===== src/qapm_pkg.sv =====
`timescale 1ns / 1ps
`default_nettype none
// ----------------------------------------------------------------------------
// qapm_pkg
// Shared types, register codes and width helpers for the attitude PID mixer.
// ----------------------------------------------------------------------------
package qapm_pkg;

  // Default control tick rate
  localparam int unsigned TICKS_DEFAULT = 1000;

  // Fixed field widths
  localparam int unsigned DATA_W = 16;  // input fields and motor commands
  localparam int unsigned ERR_W  = 17;  // setpoint minus angle, Q8.8
  localparam int unsigned NUM_W  = 21;  // 7*e - 4*prev
  localparam int unsigned ACC_W  = 25;  // integral, Q8.16
  localparam int unsigned GAIN_W = 16;  // Q4.12 gains
  localparam int unsigned LIM_W  = 15;  // integral limit, Q7.8

  // Configuration port
  localparam int unsigned CFG_ADDR_W = 5;
  localparam int unsigned CFG_DATA_W = 32;

  typedef enum logic [2:0] {
    REG_KP_RP   = 3'd0,
    REG_KI_RP   = 3'd1,
    REG_KD_RP   = 3'd2,
    REG_KP_YAW  = 3'd3,
    REG_KI_YAW  = 3'd4,
    REG_KD_YAW  = 3'd5,
    REG_LIM_RP  = 3'd6,
    REG_LIM_YAW = 3'd7
  } cfg_reg_e;

  // Register reset values
  localparam logic [GAIN_W-1:0] KP_RP_RST   = 16'd5734;
  localparam logic [GAIN_W-1:0] KI_RP_RST   = 16'd164;
  localparam logic [GAIN_W-1:0] KD_RP_RST   = 16'd492;
  localparam logic [GAIN_W-1:0] KP_YAW_RST  = 16'd8192;
  localparam logic [GAIN_W-1:0] KI_YAW_RST  = 16'd82;
  localparam logic [GAIN_W-1:0] KD_YAW_RST  = 16'd205;
  localparam logic [LIM_W-1:0]  LIM_RP_RST  = 15'd12800;
  localparam logic [LIM_W-1:0]  LIM_YAW_RST = 15'd7680;

  // Gain set for one loop
  typedef struct packed {
    logic [GAIN_W-1:0] kp;
    logic [GAIN_W-1:0] ki;
    logic [GAIN_W-1:0] kd;
    logic [LIM_W-1:0]  limit;
  } gain_t;

  // Width of the unrounded loop sum (kd*ticks*num*128 dominates)
  function automatic int unsigned loop_sum_w(input int unsigned ticks);
    return $clog2(ticks + 1) + 46;
  endfunction

  // Width of one signed loop output after the divide by 20480
  function automatic int unsigned loop_out_w(input int unsigned ticks);
    return loop_sum_w(ticks) - 11;
  endfunction

endpackage
`default_nettype wire


===== src/qapm_mixer.sv =====
`timescale 1ns / 1ps
`default_nettype none
// ----------------------------------------------------------------------------
// qapm_mixer
// X-frame mixing of the three loop outputs, saturation, output register.
// ----------------------------------------------------------------------------
module qapm_mixer #(
  parameter int unsigned TICKS = qapm_pkg::TICKS_DEFAULT
) (
  input  wire logic                                           clk_i,
  input  wire logic                                           rst_ni,
  input  wire logic                                           load_i,
  input  wire logic        [qapm_pkg::DATA_W-1:0]             thr_i,
  input  wire logic signed [qapm_pkg::loop_out_w(TICKS)-1:0]  roll_i,
  input  wire logic signed [qapm_pkg::loop_out_w(TICKS)-1:0]  pitch_i,
  input  wire logic signed [qapm_pkg::loop_out_w(TICKS)-1:0]  yaw_i,
  output logic                                                ready_o,
  output logic                                                m_axis_tvalid,
  input  wire logic                                           m_axis_tready,
  output logic             [4*qapm_pkg::DATA_W-1:0]           m_axis_tdata
);
  import qapm_pkg::*;

  localparam int unsigned MIX_W = loop_out_w(TICKS) + 3;

  function automatic logic [DATA_W-1:0] sat_motor(input logic signed [MIX_W-1:0] v);
    logic [DATA_W-1:0] o;
    if (v < 0) begin
      o = '0;
    end else if (v > $signed(MIX_W'(65535))) begin
      o = '1;
    end else begin
      o = v[DATA_W-1:0];
    end
    return o;
  endfunction

  logic signed [MIX_W-1:0] t_w, r_w, p_w, y_w;
  logic signed [MIX_W-1:0] fl_d, fr_d, rl_d, rr_d;
  logic                    valid_q;
  logic [4*DATA_W-1:0]     data_q;

  assign t_w = MIX_W'({1'b0, thr_i});
  assign r_w = MIX_W'(roll_i);
  assign p_w = MIX_W'(pitch_i);
  assign y_w = MIX_W'(yaw_i);

  // X-frame mix
  assign fl_d = t_w + r_w - p_w + y_w;
  assign fr_d = t_w - r_w - p_w - y_w;
  assign rl_d = t_w + r_w + p_w - y_w;
  assign rr_d = t_w - r_w + p_w + y_w;

  // Output word valid
  always_ff @(posedge clk_i or negedge rst_ni) begin
    if (!rst_ni) begin
      valid_q <= 1'b0;
    end else if (load_i) begin
      valid_q <= 1'b1;
    end else if (m_axis_tready) begin
      valid_q <= 1'b0;
    end
  end

  // Output word data
  always_ff @(posedge clk_i) begin
    if (load_i) begin
      data_q <= {sat_motor(rr_d), sat_motor(rl_d), sat_motor(fr_d), sat_motor(fl_d)};
    end
  end

  assign ready_o       = !valid_q || m_axis_tready;
  assign m_axis_tvalid = valid_q;
  assign m_axis_tdata  = data_q;

endmodule
`default_nettype wire


===== config.mk =====
export PLATFORM = sky130hd
export DESIGN_NAME = qapm_mixer
export DESIGN_NICKNAME = d
export VERILOG_FILES = /design/src/qapm_pkg.sv /design/src/qapm_mixer.sv
export SDC_FILE = /design/constraint.sdc
export NUM_CORES = 1
export LEC_CHECK = 0
export BUFFER_PORTS_ARGS = -buffer_cell sky130_fd_sc_hd__buf_4
export CAP_MARGIN = 20
export CORE_MARGIN = 5
export CORE_UTILIZATION = 40
export CTS_CLUSTER_SIZE = 28
export DETAILED_ROUTE_END_ITERATION = 16
export SLEW_MARGIN = 20
export SYNTH_ARGS = -nofsm -noshare
export SYNTH_HDL_FRONTEND = slang
export SYNTH_SLANG_ARGS = --single-unit

===== constraint.sdc =====
create_clock -name clk_i -period 0.97 [get_ports clk_i]
set_input_delay 0.194 -clock clk_i [delete_from_list [all_inputs] [get_ports clk_i]]
set_output_delay 0.194 -clock clk_i [all_outputs]
set_load 0.02 [all_outputs]

Word-level counts from Yosys, hierarchy flattened
Index checks and enable logic that the tools add are counted.
Storage, ports and cells
  bits in registers: 65
Cells by class
  mux-type cells: 6
  $add $sub $neg: 10
  reductions and logical operators: 3
  order comparisons: 8
Operators with widths (count)
  greater-than comparator 48 x 17 -> 1 bit, second input constant: 4
  less-than comparator 48 x 1 -> 1 bit, second input constant: 4
  adder 47 x 45 -> 48 bit: 2
  subtractor 47 x 45 -> 48 bit: 2
  adder 46 x 45 -> 47 bit: 2
  subtractor 46 x 45 -> 47 bit: 2
  two-way mux 16 bit: 4
  adder 17 x 45 -> 46 bit: 1
  subtractor 17 x 45 -> 46 bit: 1
  two-way mux 1 bit: 2
  nonzero test 2 bit: 1
  zero test 1 bit: 1
  logical OR 1 bit: 1

Depth between registers and ports, before layout
Gate-level depths: netlist of the first run.
  word-level depth: 5
  depth in mapped cells: 29

Worst setup path after synthesis of the first run
Ideal clock, no wire load.
  path type: input port to flip-flop
  from: in thr_i[0] (netlist name)
  to: reg data_q[52], in the netlist m_axis_tdata[52], data pin
  setup time: 0.280 ns
  cell stages on the path: 28
  path buffers: 2
  data required time: 0.690 ns
  path slack: -5.506 ns
  data arrival time: 6.196 ns
  path through: inv_1 ha_1 fa_1 nor2b_1 o21ai_0 a21boi_0 o21ai_0 a21boi_0 o21a_1 o2111ai_1 a31oi_1 nand3_1 or3_1 xor2_1 fa_1 ha_1 clkbuf_1 nand2_1 o211a_1 o21ba_2 a221o_1 nor4_1 nand4_1 nor4_1 nand4_1 nor4_4 buf_4 a31oi_1
On the way
  longest elaborated chain between the ends: 5
Ends and longest elaborated chain
  from (decl): RTL line qapm_mixer.sv:13  | input wire logic [qapm_pkg::DATA_W-1:0] thr_i,
  subtractor 17 x 45 -> 46 bit *: RTL line qapm_mixer.sv:52  | assign rr_d = t_w - r_w + p_w + y_w;
  adder 46 x 45 -> 47 bit *: RTL line qapm_mixer.sv:52
  adder 47 x 45 -> 48 bit *: RTL line qapm_mixer.sv:52
  greater-than comparator 48 x 17 -> 1 bit: RTL line qapm_mixer.sv:30  | end else if (v > $signed(MIX_W'(65535))) begin
  two-way mux 16 bit: RTL line qapm_mixer.sv:30
  to (signal assigned): RTL line qapm_mixer.sv:68  | data_q <= {sat_motor(rr_d), sat_motor(rl_d), sat_motor(fr_d), sat_motor(fl_d)};
  to (decl): RTL line qapm_mixer.sv:41  | logic [4*DATA_W-1:0] data_q;
Every way passes the cells marked *; elsewhere a longest branch is shown, timed or not.
A chain may end at the register's enable or synchronous reset.

Final worst setup path of the first run
  from: in thr_i[0] (netlist name)
  to: reg data_q[60], in the netlist m_axis_tdata[60], data pin
The elaborated chain is that of the path after synthesis.

==> results of run 1 <==
==> layer usage <==
metal  vias up  share of wire [%]  GRT usage, %
li1      12400                  -             -
met1     12600                 42          43.7
met2      1062                 47          55.1
met3       183                6.7          2.69
met4         4                5.0          14.1
met5         -              0.029             0
==> cells by family after synthesis <==
group	after synthesis
compound gates	841
xor+xnor	190
fa+ha+maj	409
buf+inv	327
flops	65
mux	19
simple gates	839
==> through the flow <==
step | cell area, µm² | power (mW)
detailed placement | 32500 | 54.2
global route | 35700 | 66.8
global placement | 32500 | 53.6
floorplan | 22000 | 29.7
finish | 35700 | 62.6
CTS | 35200 | 60.7
==> worst max-delay path by stage <==
stage,startpoint,to,cells after the start
final,thr_i[0],m_axis_tdata[60],33
after global routing,thr_i[0],m_axis_tdata[60],34
after CTS,thr_i[0],m_axis_tdata[60],34
after detailed placement,thr_i[0],m_axis_tdata[60],31
after global placement,thr_i[0],m_axis_tdata[54],31
after floorplan,thr_i[0],m_axis_tdata[52],28
==> registers in the layout, indices dropped and copies added, names as in the netlist <==
register and count:
m_axis_tdata 64, m_axis_tvalid 1
==> critical path: cells and delay by family <==
| family | cells | cell delay (ns) |
|---|---|---|
| and+or+nand+nor | 10 | 2.01 |
| AOI/OAI and AO/OA | 11 | 1.98 |
| adders and majority gates | 4 | 1.39 |
| buffers and inverters | 7 | 0.81 |
| xor gates and xnor gates | 1 | 0.17 |
==> layout make-up <==
type,count,area [µm²],share of cell area [%]
sequential,65,1950,5.45
timing repair buffer,1452,11600,32.5
clock inverter,6,35.0,0.0981
inverter,204,788,2.21
multi-input combinational,2299,20200,56.7
tap,688,861,2.41
clock buffer,10,229,0.641
==> repair_timing <==
action                                  4_1_cts  5_1_grt
gates cloned                                  5        0
pin swaps                                   143       61
endpoints found under the hold margin         1        0
hold buffers                                  1        0
gates resized for setup                     341       68
setup buffers                                80       16
endpoints found under the setup margin      130      130
==> where the power goes <==
part	switching, mW	total (mW)	internal (mW)
clock network	1.34	3.05	1.71
logic	28.5	55.2	26.8
registers	0.346	4.32	3.98
total	30.1	62.6	32.5
==> cell usage in the layout (no fill, tap or decap), types with 26 or more instances in the layout <==
master | synthesis | layout
a21o_1 | 50 | 49
a21oi_1 | 230 | 201
a31oi_1 | 83 | 63
and3_1 | 27 | 26
buf_4 | 2 | 1327
buf_6 | 2 | 98
edfxtp_1 | 64 | 64
fa_1 | 187 | 161
fa_2 | 0 | 26
ha_1 | 222 | 177
ha_4 | 0 | 42
inv_1 | 204 | 199
nand2_1 | 222 | 217
nand3_1 | 68 | 63
nand4_1 | 71 | 71
nor2_1 | 211 | 197
nor3_1 | 58 | 46
o211ai_1 | 40 | 40
o21a_1 | 55 | 55
o21ai_0 | 140 | 108
o21ai_1 | 12 | 31
o21bai_1 | 31 | 28
xnor2_1 | 98 | 88
xor2_1 | 92 | 76
==> summary.txt, run 1 <==
Synthesis
  – Post-synthesis adder-cell area fraction: 30.7%
  – Post-synth EDFFs: 64
  – Synth Net Count: 3254
  – Top post-synthesis cells by area: fa_1 18%, ha_1 13%, edfxtp_1 9.0%
  – Synth Warn #: 0
  – Top cells by count, synth: 230 x a21oi_1, 222 x ha_1, 222 x nand2_1
  – Share of the synthesized area in the top cell type: 17.6%
  – Count leader, synth: a21oi_1
  – Cell variety after synth: 90
  – XOR/XNOR Fraction of Synth Area: 7.83%
  – Simple-Gate Fraction of Synth Area: 19.8%
  – Compound-cell area share of the yosys netlist: 25.5%
  – Sequential area share after synthesis: 9.16%
  – Post-synth top flop: edfxtp_1
  – Syn Area/Cell: 7.91 µm²
  – Async set-or-reset flop fraction in the synthesized netlist: 1.54%
  – Synthesized flop and latch total: 65
  – Cell area after synthesis: 21300 µm²
  – Combinational family with the most area after synthesis: adder cells
  – Yosys top cell by area: fa_1
  – Synthesized instance count: 2690
  – Multiplexer share of the synthesized area: 0.918%

Clock tree
  – Worst-Skew Late Latency: 0.35 ns
  – CTS HTree Levels: 3
  – Root buf cell: clkbuf_16
  – Bufs on Longest Clock Path: 2
  – CTS tree: built
  – Clock-pin slew on the worst setup and hold paths: 0.06 ns
  – CTS Sinks: 65
  – CTS buffer count: 9

Timing
  – Post-route setup TNS: -350.78 ns
  – RSZ-0062 raised after global routing: yes
  – Final setup viols: 130
  – Min Tclk post-route: 6.48 ns
  – Final Worst Setup Slack: -5.51 ns
  – Worst rel slew slack: 59.5%
  – Final worst path period share: 668%
  – FMAX: 154 MHz
  – Slew Viols, Final: 0
  – Post-Route Hold Slack: 0.154 ns
  – Worst-margin pin slew: 0.599 ns
  – Final hold viol count: 0
  – Skew final: 0 ns

Final layout
  – Proportion of layout cells with a drive suffix above 1: 44.5%
  – Fill cell instance count of the final layout: 4363
  – Final cell count without fillers: 4724
  – Final core utilization: 67.8%
  – Area delta synth->final: 67.9%
  – Antenna Cells: 0
  – Total Nets Final: 4595

Setup path
  – Maximum fanout along the worst path: 8
  – RR Endpoint: m_axis_tvalid
  – Element type at the critical path end: flip-flop
  – Reg2reg start: m_axis_tvalid
  – Critical path required time: 1.04 ns
  – Setup CP Type: in -> reg
  – Startpoint types: input pin
  – CP peak stage delay: 0.63 ns
  – Worst R2R Setup Slack: 0.16 ns
  – Slowest-stage cell, CP: fa_2
  – FF-to-FF path depth: 3
  – Crit path arrival time: 6.55 ns

Drt
  – DRC errors left: 0
  – Pre-Repair DR Iteration Count: 6
  – Via count: 26.3k
  – First-iteration detailed-routing DRC count: 2004
  – DRT antenna net count: 0
  – Total wire length: 98.6 mm
  – Vias per cell: 5.56
  – Wire per inst: 20.9 µm

Pwr
  – Pleak: 16.3 nW
  – PwrDens: 1750 nW/µm²
  – Max VDD drop: 1.05 mV

Global routing
  – Total GRT Usage: 32.8%
  – Number of global-route vias before repair: 26.6k
  – Congestion Overflow GR: 0
  – Antenna violations before repair: 2
  – Largest net degree at the start of global routing: 27
  – First-pass GRT wire length: 148 mm

Floorplanning
  – Die width: 241 µm
  – Die height: 241 µm
  – Core Region: 52700 µm²
  – Initial core utilization: 40.4%
  – Num rows: 84
  – Die area: 57900 µm²
  – I/O Pins: 221

Worst hold path
  – Hold crit path type: in -> async

Placed design
  – Worst slack at placement: -6.18 ns
  – PortBufs: 220
  – Placed insts: 4610
  – Placer Congestion: 0.999
  – Final HPWL DP: 84.1 mm

Outcome
  – Outcome: finished, violations left
  – Failing checks: negative setup slack

Run
  – Max-cap violations: 0
Power figures use the tool's default switching activity.
==> inputs of run 2 (changes only) <==
--- a/config.mk
+++ b/config.mk
@@ -11,6 +11,7 @@
 export CORE_UTILIZATION = 40
 export CTS_CLUSTER_SIZE = 28
 export DETAILED_ROUTE_END_ITERATION = 16
+export MAX_ROUTING_LAYER = met4
 export SLEW_MARGIN = 20
 export SYNTH_ARGS = -nofsm -noshare
 export SYNTH_HDL_FRONTEND = slang
==> run 2 against run 1 <==
  * The flow still finishes with violations (negative setup slack)
  * First-iteration DRC count down 2.3%
  * Global-route usage up 1.2 points
  * Final area down 0.28%
  * Sequential cell count unchanged
  * Clock skew unchanged
  * Worst hold slack better by 0.022 ns
  * Critical path depth up 1
  * Highest routed layer is now met4
==> summary.txt, run 2 (synthesized netlist as in run 1, its figures left out) <==
Outcome
  – Outcome: finished, violations left
  – Failing checks: negative setup slack

Setup path
  – Buf/Inv on CP: 9
  – Element type at the critical path end: flip-flop
  – CP peak stage delay: 0.55 ns
  – Top cell by count, worst path: buf_4
  – Startpoint types: input pin
  – Cell family with most CP delay: compound AO/OA/AOI/OAI gates
  – Setup CP Type: in -> reg
  – Maximum fanout along the worst path: 16
  – Critical path required time: 1.06 ns
  – Worst R2R Setup Slack: 0.27 ns
  – Crit path arrival time: 6.46 ns
  – Slowest-stage cell, CP: or4_4

Floorplanning
  – Die width: 241 µm
  – Num rows: 84
  – Core Region: 52700 µm²
  – Die height: 241 µm
  – Die area: 57900 µm²
  – I/O Pins: 221
  – Initial core utilization: 40.4%

Clock tree
  – CTS tree: built
  – CTS Sinks: 65
  – Clock-pin slew on the worst setup and hold paths: 0.06 ns
  – Worst-Skew Late Latency: 0.35 ns
  – Root buf cell: clkbuf_16
  – CTS buffer count: 9
  – CTS HTree Levels: 3
  – Bufs on Longest Clock Path: 2

Drt
  – Via count: 26.5k
  – Wire per inst: 21.3 µm
  – DRC errors left: 0
  – DRT antenna net count: 0
  – Vias per cell: 5.60
  – Total wire length: 101 mm
  – First-iteration detailed-routing DRC count: 1958
  – Pre-Repair DR Iteration Count: 6

Pwr
  – Max VDD drop: 1.51 mV
  – PwrDens: 1780 nW/µm²
  – Total Power: 63.4 mW
  – Pleak: 16.2 nW

Global routing
  – GR Util met2: 55.5%
  – Antenna violations before repair: 3
  – Grt met1 use: 43.6%
  – Most Crowded Layer GR: met2
  – Number of global-route vias before repair: 26.4k
  – Grt met3 use: 2.61%
  – Congestion Overflow GR: 0
  – Total GRT Usage: 34.0%
  – Largest net degree at the start of global routing: 23
  – First-pass GRT wire length: 148 mm

Final layout
  – Final core utilization: 67.6%
  – Fill cell instance count of the final layout: 4442
  – Area delta synth->final: 67.5%
  – Most frequent cells in the layout: 1350 x buf_4, 217 x nand2_1, 206 x a21oi_1, 201 x inv_1, 197 x nor2_1
  – Proportion of layout cells with a drive suffix above 1: 44.7%
  – Final cell count without fillers: 4728
  – Commonest non-fill, non-tap cell in the layout: buf_4
  – Total Nets Final: 4598
  – Max reg flops: 64

Worst hold path
  – Hold crit path type: in -> reg

Timing
  – RSZ-0062 raised after global routing: yes
  – Final hold viol count: 0
  – Final setup viols: 130
  – Final Worst Setup Slack: -5.40 ns
  – Slew Viols, Final: 0
  – Skew final: 0 ns
  – FMAX: 157 MHz
  – Worst-margin pin slew: 0.786 ns
  – Min Tclk post-route: 6.37 ns
  – Worst rel slew slack: 47.2%
  – Final worst path period share: 657%

Placed design
  – Placer Congestion: 1.05
  – Final HPWL DP: 85.9 mm
  – PortBufs: 220
  – Placed insts: 4629

Run
  – Max-cap violations: 0
-- run 2: changes by cell type in the layout (fill, tap and decap cells not counted), sizes merged --
cell	delta
diode	+2
buf	+1
bufinv	+1
clkbuf	+1
clkinv	-1
-- run 2: worst register-to-register path, cell delays in order, from the launching register on --
cell      delay (ns)
dfrtp_1         0.38
nand2b_1        0.13
nand2b_1        0.07
-- run 2: where the power goes --
part / switching [mW] / internal [mW] / leakage, nW / total [mW]
Combinational: 28.9 / 26.9 / 15.5 / 55.8
Clock: 1.33 / 1.96 / 0.137 / 3.28
Sequential: 0.345 / 3.98 / 0.641 / 4.32
Total: 30.5 / 32.8 / 16.2 / 63.4
-- run 2: what timing repair did --
action                                 in CTS  in global routing
hold buffers                                1                  0
endpoints found under the hold margin       1                  0
buffers inserted                           51                 26
setup endpoints to repair                 130                130
gates resized for setup                   235                160
cloned                                      3                  2
pin swaps                                  86                 54
-- run 2: layout make-up --
cell class              instances  area [µm²]  area share (%)
clock buffers                   9         225           0.632
multi-input cells            2299       20200            56.8
inverters                     204         788            2.21
repair buffers               1455       11500            32.3
flip-flops and latches         65        1950            5.47
diodes                          2        5.00          0.0141
clock inverters                 6        60.1           0.169
well taps                     688         861            2.42
-- run 2: stage by stage --
step                      setup slack, ns  TNS [ns]  cell area [µm²]  hold WS, ns
after floorplan                     -4.91   -305.56            22000       -0.102
final                               -5.40   -346.52            35600        0.176
after detailed placement            -6.00   -378.08            32600      -0.0294
after global placement              -5.98   -373.30            32600      -0.0312
after global routing                -5.60   -361.59            35600        0.206
after CTS                           -5.24   -339.35            34500        0.138
-- run 2: path summary, 6_finish.rpt --
check,to,start,cells after the start
max,m_axis_tdata[39],thr_i[0],34
min,m_axis_tvalid,m_axis_tready,3
max reg2reg,m_axis_tvalid,m_axis_tvalid,2
min reg2reg,m_axis_tvalid,m_axis_tvalid,2
max in group asynchronous,m_axis_tvalid,rst_ni,2
min in group asynchronous,m_axis_tvalid,rst_ni,2
-- run 2: routing by layer --
layer / share of wire (%) / up-vias / routed length [µm]
met5: 0 / - / 0
met4: 5.3 / 0 / 5340
met3: 6.0 / 208 / 6050
met2: 47 / 1038 / 47200
met1: 42 / 12800 / 42300
li1: - / 12400 / -
