### src/qapm_pkg.sv
`timescale 1ns / 1ps
`default_nettype none
// ----------------------------------------------------------------------------
// qapm_pkg
// Shared types, register codes and width helpers for the attitude PID mixer.
// ----------------------------------------------------------------------------
package qapm_pkg;

  // Default control tick rate
  localparam int unsigned TICKS_DEFAULT = 1000;

  // Fixed field widths
  localparam int unsigned DATA_W = 16;  // input fields and motor commands
  localparam int unsigned ERR_W  = 17;  // setpoint minus angle, Q8.8
  localparam int unsigned NUM_W  = 21;  // 7*e - 4*prev
  localparam int unsigned ACC_W  = 25;  // integral, Q8.16
  localparam int unsigned GAIN_W = 16;  // Q4.12 gains
  localparam int unsigned LIM_W  = 15;  // integral limit, Q7.8

  // Configuration port
  localparam int unsigned CFG_ADDR_W = 5;
  localparam int unsigned CFG_DATA_W = 32;

  typedef enum logic [2:0] {
    REG_KP_RP   = 3'd0,
    REG_KI_RP   = 3'd1,
    REG_KD_RP   = 3'd2,
    REG_KP_YAW  = 3'd3,
    REG_KI_YAW  = 3'd4,
    REG_KD_YAW  = 3'd5,
    REG_LIM_RP  = 3'd6,
    REG_LIM_YAW = 3'd7
  } cfg_reg_e;

  // Register reset values
  localparam logic [GAIN_W-1:0] KP_RP_RST   = 16'd5734;
  localparam logic [GAIN_W-1:0] KI_RP_RST   = 16'd164;
  localparam logic [GAIN_W-1:0] KD_RP_RST   = 16'd492;
  localparam logic [GAIN_W-1:0] KP_YAW_RST  = 16'd8192;
  localparam logic [GAIN_W-1:0] KI_YAW_RST  = 16'd82;
  localparam logic [GAIN_W-1:0] KD_YAW_RST  = 16'd205;
  localparam logic [LIM_W-1:0]  LIM_RP_RST  = 15'd12800;
  localparam logic [LIM_W-1:0]  LIM_YAW_RST = 15'd7680;

  // Gain set for one loop
  typedef struct packed {
    logic [GAIN_W-1:0] kp;
    logic [GAIN_W-1:0] ki;
    logic [GAIN_W-1:0] kd;
    logic [LIM_W-1:0]  limit;
  } gain_t;

  // Width of the unrounded loop sum (kd*ticks*num*128 dominates)
  function automatic int unsigned loop_sum_w(input int unsigned ticks);
    return $clog2(ticks + 1) + 46;
  endfunction

  // Width of one signed loop output after the divide by 20480
  function automatic int unsigned loop_out_w(input int unsigned ticks);
    return loop_sum_w(ticks) - 11;
  endfunction

endpackage
`default_nettype wire

### src/qapm_cfg_regs.sv
`timescale 1ns / 1ps
`default_nettype none
// ----------------------------------------------------------------------------
// qapm_cfg_regs
// APB register file holding the roll/pitch and yaw gain sets.
// ----------------------------------------------------------------------------
module qapm_cfg_regs (
  input  wire logic                            clk_i,
  input  wire logic                            rst_ni,
  input  wire logic                            psel,
  input  wire logic                            penable,
  input  wire logic                            pwrite,
  input  wire logic [qapm_pkg::CFG_ADDR_W-1:0] paddr,
  input  wire logic [qapm_pkg::CFG_DATA_W-1:0] pwdata,
  output logic      [qapm_pkg::CFG_DATA_W-1:0] prdata,
  output logic                                 pready,
  output qapm_pkg::gain_t                      rp_gain_o,
  output qapm_pkg::gain_t                      yaw_gain_o
);
  import qapm_pkg::*;

  gain_t    rp_q, yaw_q;
  logic     wr_en;
  cfg_reg_e sel;

  assign pready = 1'b1;
  assign wr_en  = psel & penable & pwrite;
  assign sel    = cfg_reg_e'(paddr[CFG_ADDR_W-1:2]);

  // Register writes
  always_ff @(posedge clk_i or negedge rst_ni) begin
    if (!rst_ni) begin
      rp_q  <= '{kp: KP_RP_RST,  ki: KI_RP_RST,  kd: KD_RP_RST,  limit: LIM_RP_RST};
      yaw_q <= '{kp: KP_YAW_RST, ki: KI_YAW_RST, kd: KD_YAW_RST, limit: LIM_YAW_RST};
    end else if (wr_en) begin
      unique case (sel)
        REG_KP_RP:   rp_q.kp     <= pwdata[GAIN_W-1:0];
        REG_KI_RP:   rp_q.ki     <= pwdata[GAIN_W-1:0];
        REG_KD_RP:   rp_q.kd     <= pwdata[GAIN_W-1:0];
        REG_KP_YAW:  yaw_q.kp    <= pwdata[GAIN_W-1:0];
        REG_KI_YAW:  yaw_q.ki    <= pwdata[GAIN_W-1:0];
        REG_KD_YAW:  yaw_q.kd    <= pwdata[GAIN_W-1:0];
        REG_LIM_RP:  rp_q.limit  <= pwdata[LIM_W-1:0];
        REG_LIM_YAW: yaw_q.limit <= pwdata[LIM_W-1:0];
      endcase
    end
  end

  // Read mux
  always_comb begin
    unique case (sel)
      REG_KP_RP:   prdata = CFG_DATA_W'(rp_q.kp);
      REG_KI_RP:   prdata = CFG_DATA_W'(rp_q.ki);
      REG_KD_RP:   prdata = CFG_DATA_W'(rp_q.kd);
      REG_KP_YAW:  prdata = CFG_DATA_W'(yaw_q.kp);
      REG_KI_YAW:  prdata = CFG_DATA_W'(yaw_q.ki);
      REG_KD_YAW:  prdata = CFG_DATA_W'(yaw_q.kd);
      REG_LIM_RP:  prdata = CFG_DATA_W'(rp_q.limit);
      REG_LIM_YAW: prdata = CFG_DATA_W'(yaw_q.limit);
    endcase
  end

  assign rp_gain_o  = rp_q;
  assign yaw_gain_o = yaw_q;

endmodule
`default_nettype wire

### config.mk
export PLATFORM = sky130hd
export DESIGN_NAME = qapm_cfg_regs
export DESIGN_NICKNAME = d
export VERILOG_FILES = /design/src/qapm_pkg.sv /design/src/qapm_cfg_regs.sv
export SDC_FILE = /design/constraint.sdc
export NUM_CORES = 1
export LEC_CHECK = 0
export BUFFER_PORTS_ARGS = -buffer_cell sky130_fd_sc_hd__buf_2
export CORE_MARGIN = 3
export CORE_UTILIZATION = 48
export DETAILED_ROUTE_END_ITERATION = 10
export PLACE_DENSITY = 0.86
export SYNTH_ARGS = -nofsm -noshare
export SYNTH_HDL_FRONTEND = slang
export SYNTH_SLANG_ARGS = --single-unit
### constraint.sdc
create_clock -name clk_i -period 1.4 [get_ports clk_i]
set_input_delay 0.07 -clock clk_i [delete_from_list [all_inputs] [get_ports clk_i]]
set_output_delay 0.07 -clock clk_i [all_outputs]
set_load 0.05 [all_outputs]
== Word level (Yosys, flattened, before mapping) ==
Cells that the tools add are included.
Operators by class
  eq/ne operators: 7
  mux-type cells: 1
  bitwise operators: 2
  reduce and logical (&&, ||, !) cells: 9
Operators with widths (number)
  $pmux W32 S8: 1
  $reduce_and A2 Y1: 8
  $eq A3 B3 Y1 const B: 4
  $eq A3 B2 Y1 const B: 2
  $eq A3 B1 Y1 const B: 1
  $logic_not A3 Y1: 1
  $and A1 B1 Y1: 2
Storage, ports and cells
  register bits: 126
  input bits: 42
  output and inout bits: 159
  logic and storage cells: 27

== Longest topological paths before layout ==
Gate-level depths: netlist of the first run.
  depth after elaboration: 3
  mapped depth: 6
  depth with buffers taken out: 3

== Least setup slack after synthesis of the first run ==
No wires, ideal clock.
  kind: register -> output
  from: register yaw_q (netlist bit yaw_gain_o[22])
  to: output prdata[7] (netlist bit)
  arrival time: 1.919 ns
  required time: 1.330 ns
  path slack: -0.589 ns
  cell stages (with the launch flop): 4
  cell sequence: dfstp_2 -> mux2i_1 -> a211o_1 -> a31oi_1
On the way
  cells in the longest elaborated chain, start to end: 1
Ends and longest elaborated chain
  start: declaration: line qapm_cfg_regs.sv:22  | gain_t rp_q, yaw_q;
  start signal: assignment: line qapm_cfg_regs.sv:34  | yaw_q <= '{kp: KP_YAW_RST, ki: KI_YAW_RST, kd: KD_YAW_RST, limit: LIM_YAW_RST};
  $pmux W32 S8: line qapm_cfg_regs.sv:51  | unique case (sel)
  end: declaration: line qapm_cfg_regs.sv:15  | output logic [qapm_pkg::CFG_DATA_W-1:0] prdata,
Every way passes these cells. The select of a mux whose other input is x is not followed.

== Worst setup path in the final report of the first run ==
Ends and elaborated chain as after synthesis.

==> results of run 1 <==
## critical path, cell delays in order (launching register included)
cell,delay (ps)
sky130_fd_sc_hd__dfstp_2,520
sky130_fd_sc_hd__mux2i_1,60
sky130_fd_sc_hd__a211o_1,300
sky130_fd_sc_hd__a31oi_4,140
sky130_fd_sc_hd__buf_6,180
## power by group
part | internal [uW] | switching [uW]
registers | 4500 | 599
logic | 1770 | 4040
clock network | 2610 | 1510
## flip-flops by register name, summed over array words and instances, names as in the netlist
signal	count
rp_gain_o	63
yaw_gain_o	63
## stage by stage
| stage | hold WS [ps] | power, uW | cell area [um^2] |
|---|---|---|---|
| 2_1_floorplan | -226 | 9160 | 6120 |
| 3_3_place_gp | 47.1 | 10400 | 7350 |
| 3_5_place_dp | 50.9 | 10500 | 7350 |
| 4_1_cts | 2.69 | 15000 | 8320 |
| 5_1_grt | 9.79 | 15600 | 8380 |
| 6_report | 17.8 | 15000 | 8380 |
## Yosys cell counts (3+ instances only)
cell,count
sky130_fd_sc_hd__a211oi_1,15
sky130_fd_sc_hd__buf_2,14
sky130_fd_sc_hd__buf_4,21
sky130_fd_sc_hd__clkbuf_1,8
sky130_fd_sc_hd__dfrtp_1,94
sky130_fd_sc_hd__dfstp_2,32
sky130_fd_sc_hd__mux2_2,116
sky130_fd_sc_hd__mux2_4,10
sky130_fd_sc_hd__mux2i_1,44
sky130_fd_sc_hd__nand2_1,3
sky130_fd_sc_hd__nand2b_1,5
sky130_fd_sc_hd__nor2_1,7
sky130_fd_sc_hd__nor2_2,3
sky130_fd_sc_hd__nor3b_1,15
sky130_fd_sc_hd__o22a_1,15
sky130_fd_sc_hd__o22ai_1,14
## repair_timing
| item | CTS | global route |
|---|---|---|
| hold buffers | 12 | 0 |
| endpoints found under the hold margin | 103 | 0 |
| setup endpoints to repair | 16 | 23 |
| resized for setup | 49 | 14 |
| setup buffers | 16 | 2 |
| pin swaps | 18 | 13 |
## cell type report
cell class	instances	area, um^2	share of cell area
clock buffer	25	495	0.0591
clock inverter	7	60.1	0.00717
inverter	1	3.75	0.000448
multi-input combinational	276	2700	0.323
sequential	126	3190	0.381
tap	168	210	0.0251
timing repair buffer	245	1720	0.205
## layer usage
metal	part of all wire	wire length, um	GRT usage	up-vias
met1	0.40	7250	0.313	2387
met3	0.061	1110	0.0716	44
met5	0	0	0	-
met4	0.033	596	0.124	0
met2	0.51	9210	0.442	207
li1	-	-	-	2042
## worst paths after layout
check | endpoint | depth (start not counted)
max in group asynchronous | rp_gain_o[53] | 3
min | yaw_gain_o[47] | 2
max reg2reg | rp_gain_o[15] | 2
max | prdata[7] | 4
min reg2reg | yaw_gain_o[42] | 1
min in group asynchronous | yaw_gain_o[16] | 2
## cells by family (layout without fill, tap and decap cells)
group,after synthesis,after routing,share of synthesized area
other,2,17,0.00125
DFF,126,126,0.531
and+or+nand+nor,39,39,0.0429
muxes,170,170,0.316
buffers and inverters,46,278,0.0472
AOI/OAI and AO/OA,50,50,0.0620
==> results.md, run 1 <==
- The flow ran to the end, but the final reports show violations.
- The final reports fail on setup timing.
- The detailed-routing iteration count for the pre-antenna-repair pass is 4.
- IR analysis of the VDD net gives a maximum drop of 1020 uV.
- The largest fanout of any net on the critical path is 2.
- The pin count of the biggest net entering global routing is 50.
- TritonCTS built the clock tree.
- The most used flip-flop cell after synthesis is sky130_fd_sc_hd__dfrtp_1.
- The hold violation total from the final report is 0.
- Across all register-to-register paths, the minimum setup slack is 450 ps.
- The insertion delay of the later-clocked pin in the worst-skew pair is 410 ps.
- The floorplan step set the die width to 118 um.
- The die is 118 um tall.
- The largest area contributor in the synthesized netlist is sky130_fd_sc_hd__dfrtp_1.
- The layout has 846 filler cells.
- The total vias in the final route is 4680.
- The startpoint identified for the worst hold timing path is pwdata[0].
- After detailed routing, the number of vias per cell comes to 5.52.
- For this configuration, the core starts out at a cell density of 0.496.
- The launching point of the worst reg2reg path is rp_gain_o[15].
- The count of final setup violators is 16.
- The area growth from synthesis to layout is 39.4%.
- The final sum of negative setup slack is -3060 ps.
- The startpoint class of the critical path is a flip-flop.
- In this run, CTS created clock tree buffers numbering 17.
- Synthesis handed over a netlist of 433 instances.
- The number of distinct library cell variants in the gate-level netlist after synthesis is 29.
- The via count of the first global-routing pass is 4939.
- The weighted congestion at the end of routability-driven global placement is 0.894.
- The first global-routing pass estimated 28.0 mm of wire.
- Across all setup checks in the final design, the least slack found is -277 ps.
- The commonest non-fill, non-tap cell in the layout is sky130_fd_sc_hd__buf_2.
- The launching instance or port of the critical path is yaw_gain_o[22].
- The combined area of all synthesized cells is 0.00601 mm^2.
- The number of violations reported at the end of detailed-routing iteration 0 is 301.
- The tool flagged a number of max-cap violations equal to 0.
- Once layout is complete, the cells apart from fillers number 848.
- The placement-stage worst setup slack is -203 ps.
- During synthesis, Yosys emitted a total of 0 warnings.
- At the end of the flow the core is filled with cells to 0.692.
- The total core area is 0.0121 mm^2.
- Yosys attributes the largest share of cell area to sky130_fd_sc_hd__dfrtp_1 (39%), sky130_fd_sc_hd__mux2_2 (22%), sky130_fd_sc_hd__dfstp_2 (14%).
- In this run the power density over the cells is 1790 mW/mm^2.
- In this run the core area contains 40 standard-cell rows.
- Leaving out fill and tap cells, the most frequent cells in the layout are sky130_fd_sc_hd__buf_2 (139), sky130_fd_sc_hd__mux2_2 (116), sky130_fd_sc_hd__dfrtp_1 (94).
- Setup repair after global routing could not meet its margin everywhere.
- The worst min-delay path category is primary input to flip-flop.
- Once detail routing completed, the nets flagged for antenna violations numbered 0.
- Once placement completed, the tool counted placed cells totaling 786.
- In the routed design, unresolved DRC markers number 0.
- Counting flops with a built-in enable in the synthesized netlist gives 0.
- The post-CTS clock slew at the launch and capture registers of the worst setup and hold paths is 50 ps.
- The average cell area after synthesis is 13.9 um^2.
- Detailed placement finished with a half-perimeter wire length of 12.3 mm.
- The port buffer count is 165.
- After detailed routing, the average wire length per cell comes to 21.4 um.
- For the final database, setup skew stands at 0 ps.
- The worst setup path is captured at an output pin.
- The number of H-tree levels is 4.
- The final critical delay including setup and external delays is 1680 ps.
- The tree built by TritonCTS fans out to 126 sinks.
- The tree is rooted in a sky130_fd_sc_hd__clkbuf_16.
- The share of Yosys cell area claimed by the top area cell type is 0.391.
- The number of antenna repair diodes is 0.
- For this run, asynchronously set or reset flops after synthesis account for 1.00.
- The clock passes through at most 2 buffers.
- The highest clock rate is 596 MHz.
- The detailed-route wire length is 18.2 mm.
- The floorplan die area is 0.0139 mm^2.
- The boundary pin count is 201.
- The number of antenna violations at the first check in global routing is 0.
- Data arrives at the worst endpoint at 1610 ps.
- The number of nets in the final layout is 709.
- Of the cells placed in the final design, the portion with a size suffix greater than 1 is 0.671.
- For this design the static power due to leakage is 0.00414 uW.
- The post-synthesis sequential element count is 126.
- The global-route total usage across every layer is 0.263.
- The total count of max-transition violations in the final report is 0.
- Data on the critical path is required at its endpoint by 1330 ps.
- Dividing the final minimum period by the clock period gives 1.20.
- After global routing the overflow that remains totals 0.
- The critical path class is flip-flop to output pin.
- The sequential element share of the synthesized area is 0.531.
Power figures use the tool's default switching activity.
==> inputs of run 2 (changes only) <==
- GPL_TIMING_DRIVEN: not set -> 0
==> results.md, run 2 (synthesis gave the netlist of run 1 again) <==
- The number of design rule violations left after detail routing is 0 (unchanged).
- The pin count of the biggest net entering global routing came to 69 (+38%).
- The wire length of the first global-routing pass is 29.3 mm (+4.7%).
- The maximum vdd drop came to 847 uV (-17%).
- The count of final setup violators is 16 (unchanged).
- The number of H-tree levels was 4 (unchanged).
- The weighted congestion at the end of routability-driven global placement came to 0.820 (-8.2%).
- The worst min-delay path category is primary input to flip-flop.
- The max-capacitance violation count came to 0 (unchanged).
- The final cell area excluding filler cells came to 0.00840 mm^2 (+0.21%).
- The endpoint arrival time on the critical path came to 1640 ps (+30 ps).
- The boundary pin count is 201 (unchanged).
- The final critical delay including setup and external delays came to 1710 ps (+38.3 ps).
- The total vias in the final route is 4742 (+1.3%).
- The placement-stage worst setup slack is -714 ps (-511 ps).
- The HPWL reported at the end of detailed placement is 12.4 mm (+0.63%).
- The via count of the first global-routing pass is 4958 (+0.38%).
- The power density of the placed cells was 1840 mW/mm^2 (+2.6%).
- The vertical extent of the die was 118 um (unchanged).
- The leakage power total is 0.00410 uW (-0.83%).
- The critical path class is flip-flop to output pin.
- For the pin with the worst max-slew slack, the measured transition is 704 ps.
- The number of placed instances with taps included is 780 (-0.76%).
- The register share of total power is 0.330 (-0.009).
- The commonest non-fill, non-tap cell in the layout is sky130_fd_sc_hd__buf_2.
- The worst setup path is captured at an output pin.
- The vias per cell is 5.62 (+1.8%).
- The number of antenna repair diodes is 0 (unchanged).
- The starting density of the core is 0.496 (unchanged).
- The post-CTS clock slew at the launch and capture registers of the worst setup and hold paths is 60 ps (about the same).
- The number of buffers added by the clock tree synthesis step is 17 (unchanged).
- The fraction of final layout cells with drive strength greater than 1 is 0.678 (+0.00693).
- The routed length per placed instance is 22.8 um (+6.6%).
- The port buffer count is 163 (-1.2%).
- The highest clock rate is 583 MHz (-2.2%).
- The fraction of power spent switching nets is 0.406 (-0.00322).
- The die extent in x is 118 um (unchanged).
- The length in cells of the worst reg-to-reg path came to 2 (unchanged).
- The number of antenna violations at the first check in global routing came to 0 (unchanged).
- The part of the total power dissipated in the clock network came to 0.298 (+0.024).
- The global-route total usage across every layer is 0.276 (+0.0133).
- The total count of max-transition violations in the final report is 0 (unchanged).
- The combinational share of power is 0.372 (-0.015).
- The signal on the critical path passes through mux2i_1 -> a211o_1 -> a31oi_4 -> buf_6.
- The detailed-routing iteration count for the pre-antenna-repair pass was 4 (unchanged).
- Setup repair after global routing could not meet its margin everywhere.
- The final clock skew is 0 ps (unchanged).
- The fill cell instance count of the final layout is 862 (+1.9%).
- The library cell used as clock root buffer is sky130_fd_sc_hd__clkbuf_16.
- The floorplan row count was 40 (unchanged).
- The internal power consumption was 9180 uW (+3.4%).
- The largest fanout of any net on the critical path came to 2 (unchanged).
- The number of nets still failing antenna checks after routing came to 0 (unchanged).
- The deepest clock path buffer count is 2 (unchanged).
- The top cell types in the final layout, fill and taps aside, are sky130_fd_sc_hd__buf_2 (148), sky130_fd_sc_hd__mux2_2 (116), sky130_fd_sc_hd__dfrtp_1 (94).
- The required time of the worst setup path was 1330 ps (about the same).
- The detailed-route wire length came to 19.3 mm (+6.1%).
- The checks that failed: setup timing.
- The number of nets in the final layout came to 705 (-0.56%).
- TritonCTS built the clock tree.
- The worst setup path is launched from a flip-flop.
- The total core area is 0.0121 mm^2 (unchanged).
- The floorplan die area came to 0.0139 mm^2 (unchanged).
- The post-route clock period utilization is 1.22 (+0.0273).
- The final setup slack of the worst path came to -315 ps (-38.3 ps).
- The total cell area at the placement stage is 0.00718 mm^2 (-2.3%).
- The maximum cell stage delay along the critical path is 530 ps (about the same).
- The run finished, with violations left.
- The hold violation total from the final report is 0 (unchanged).
- The insertion delay of the later-clocked pin in the worst-skew pair is 420 ps (about the same).
- Among all stages on the critical path, the largest delay is contributed by sky130_fd_sc_hd__dfstp_2.
- The worst slew margin relative to its limit is 0.531.
- The remaining global-route overflow is 0 (unchanged).
- The layout overhead on the synthesized area is 39.7%.
- The cell depth of the worst hold path is 2 (unchanged).
- The number of violations reported at the end of detailed-routing iteration 0 was 340 (+13%).
- The switching power is 6270 uW (+2.0%).
- The number of clock sinks seen by CTS came to 126 (unchanged).
- The final non-filler cell total is 844 (-0.47%).
## run 2: cell types whose count changed in the layout (fill, tap and decap cells not counted), sizes merged
cell | previous run | this run
clkinv | 6 | 3
clkbuf | 32 | 35
dlygate4sd3 | 12 | 16
buf | 226 | 212
bufinv | 1 | 3
clkinvlp | 0 | 4
## run 2: what timing repair did
item                                   4_1_cts  5_1_grt
setup buffers                               10        7
gates resized for setup                     71       19
pin swaps                                   22       10
hold buffers                                16        0
setup endpoints to repair                   59       58
endpoints found under the hold margin      144        0
## run 2: path summary, 6_finish.rpt
kind	slack [ps]	startpoint	end
setup / recovery	-310	yaw_gain_o[22]	prdata[7]
hold / removal	50	pwdata[11]	yaw_gain_o[11]
setup reg to reg	510	yaw_gain_o[29]	yaw_gain_o[29]
hold reg to reg	530	rp_gain_o[6]	rp_gain_o[6]
max in group asynchronous	460	rst_ni	rp_gain_o[21]
min in group asynchronous	180	rst_ni	yaw_gain_o[1]
## run 2: cell type report
cell class	instances	area, um^2	share of cell area
Tap cell	168	210	0.0250
Timing Repair Buffer	197	1290	0.153
Buffer	44	310	0.0369
Multi-Input combinational cell	276	2780	0.331
Inverter	1	3.75	0.000447
Sequential cell	126	3190	0.380
Clock buffer	22	484	0.0576
Clock inverter	10	135	0.0161
## run 2: metrics by stage
stage                     utilization  hold WS, ps  total power (uW)  TNS [ps]
final                           0.693         53.0             15500     -3440
after global routing            0.693         49.0             16000     -4340
after CTS                       0.683         34.2             15400     -3590
after detailed placement        0.593         74.7             10500    -47650
after global placement          0.590          393             10300   -175240
after floorplan                     -         -226              9160      -109
## run 2: critical path, delay by kind of cell (launching register included)
kind / cells / cell delay, ps
multiplexers: 1 / 70
flip-flops: 1 / 530
buffers and inverters: 1 / 180
AO/OA/AOI/OAI: 2 / 450
## run 2: per-layer routing
| metal | track usage | up-vias | routed length (um) |
|---|---|---|---|
| li1 | - | 2037 | - |
| met1 | 0.346 | 2451 | 8040 |
| met2 | 0.466 | 213 | 9610 |
| met3 | 0.0769 | 41 | 1200 |
| met4 | 0.0850 | 0 | 423 |
| met5 | 0 | - | 0 |
## run 2: power groups by stage
stage / logic [uW] / clock network (uW) / registers (uW)
final: 5750 / 4610 / 5090
after global routing: 5970 / 4810 / 5180
after CTS: 5680 / 4630 / 5070
after detailed placement: 5360 / 0 / 5130
after global placement: 5260 / 0 / 5070
after floorplan: 1580 / 0 / 7580
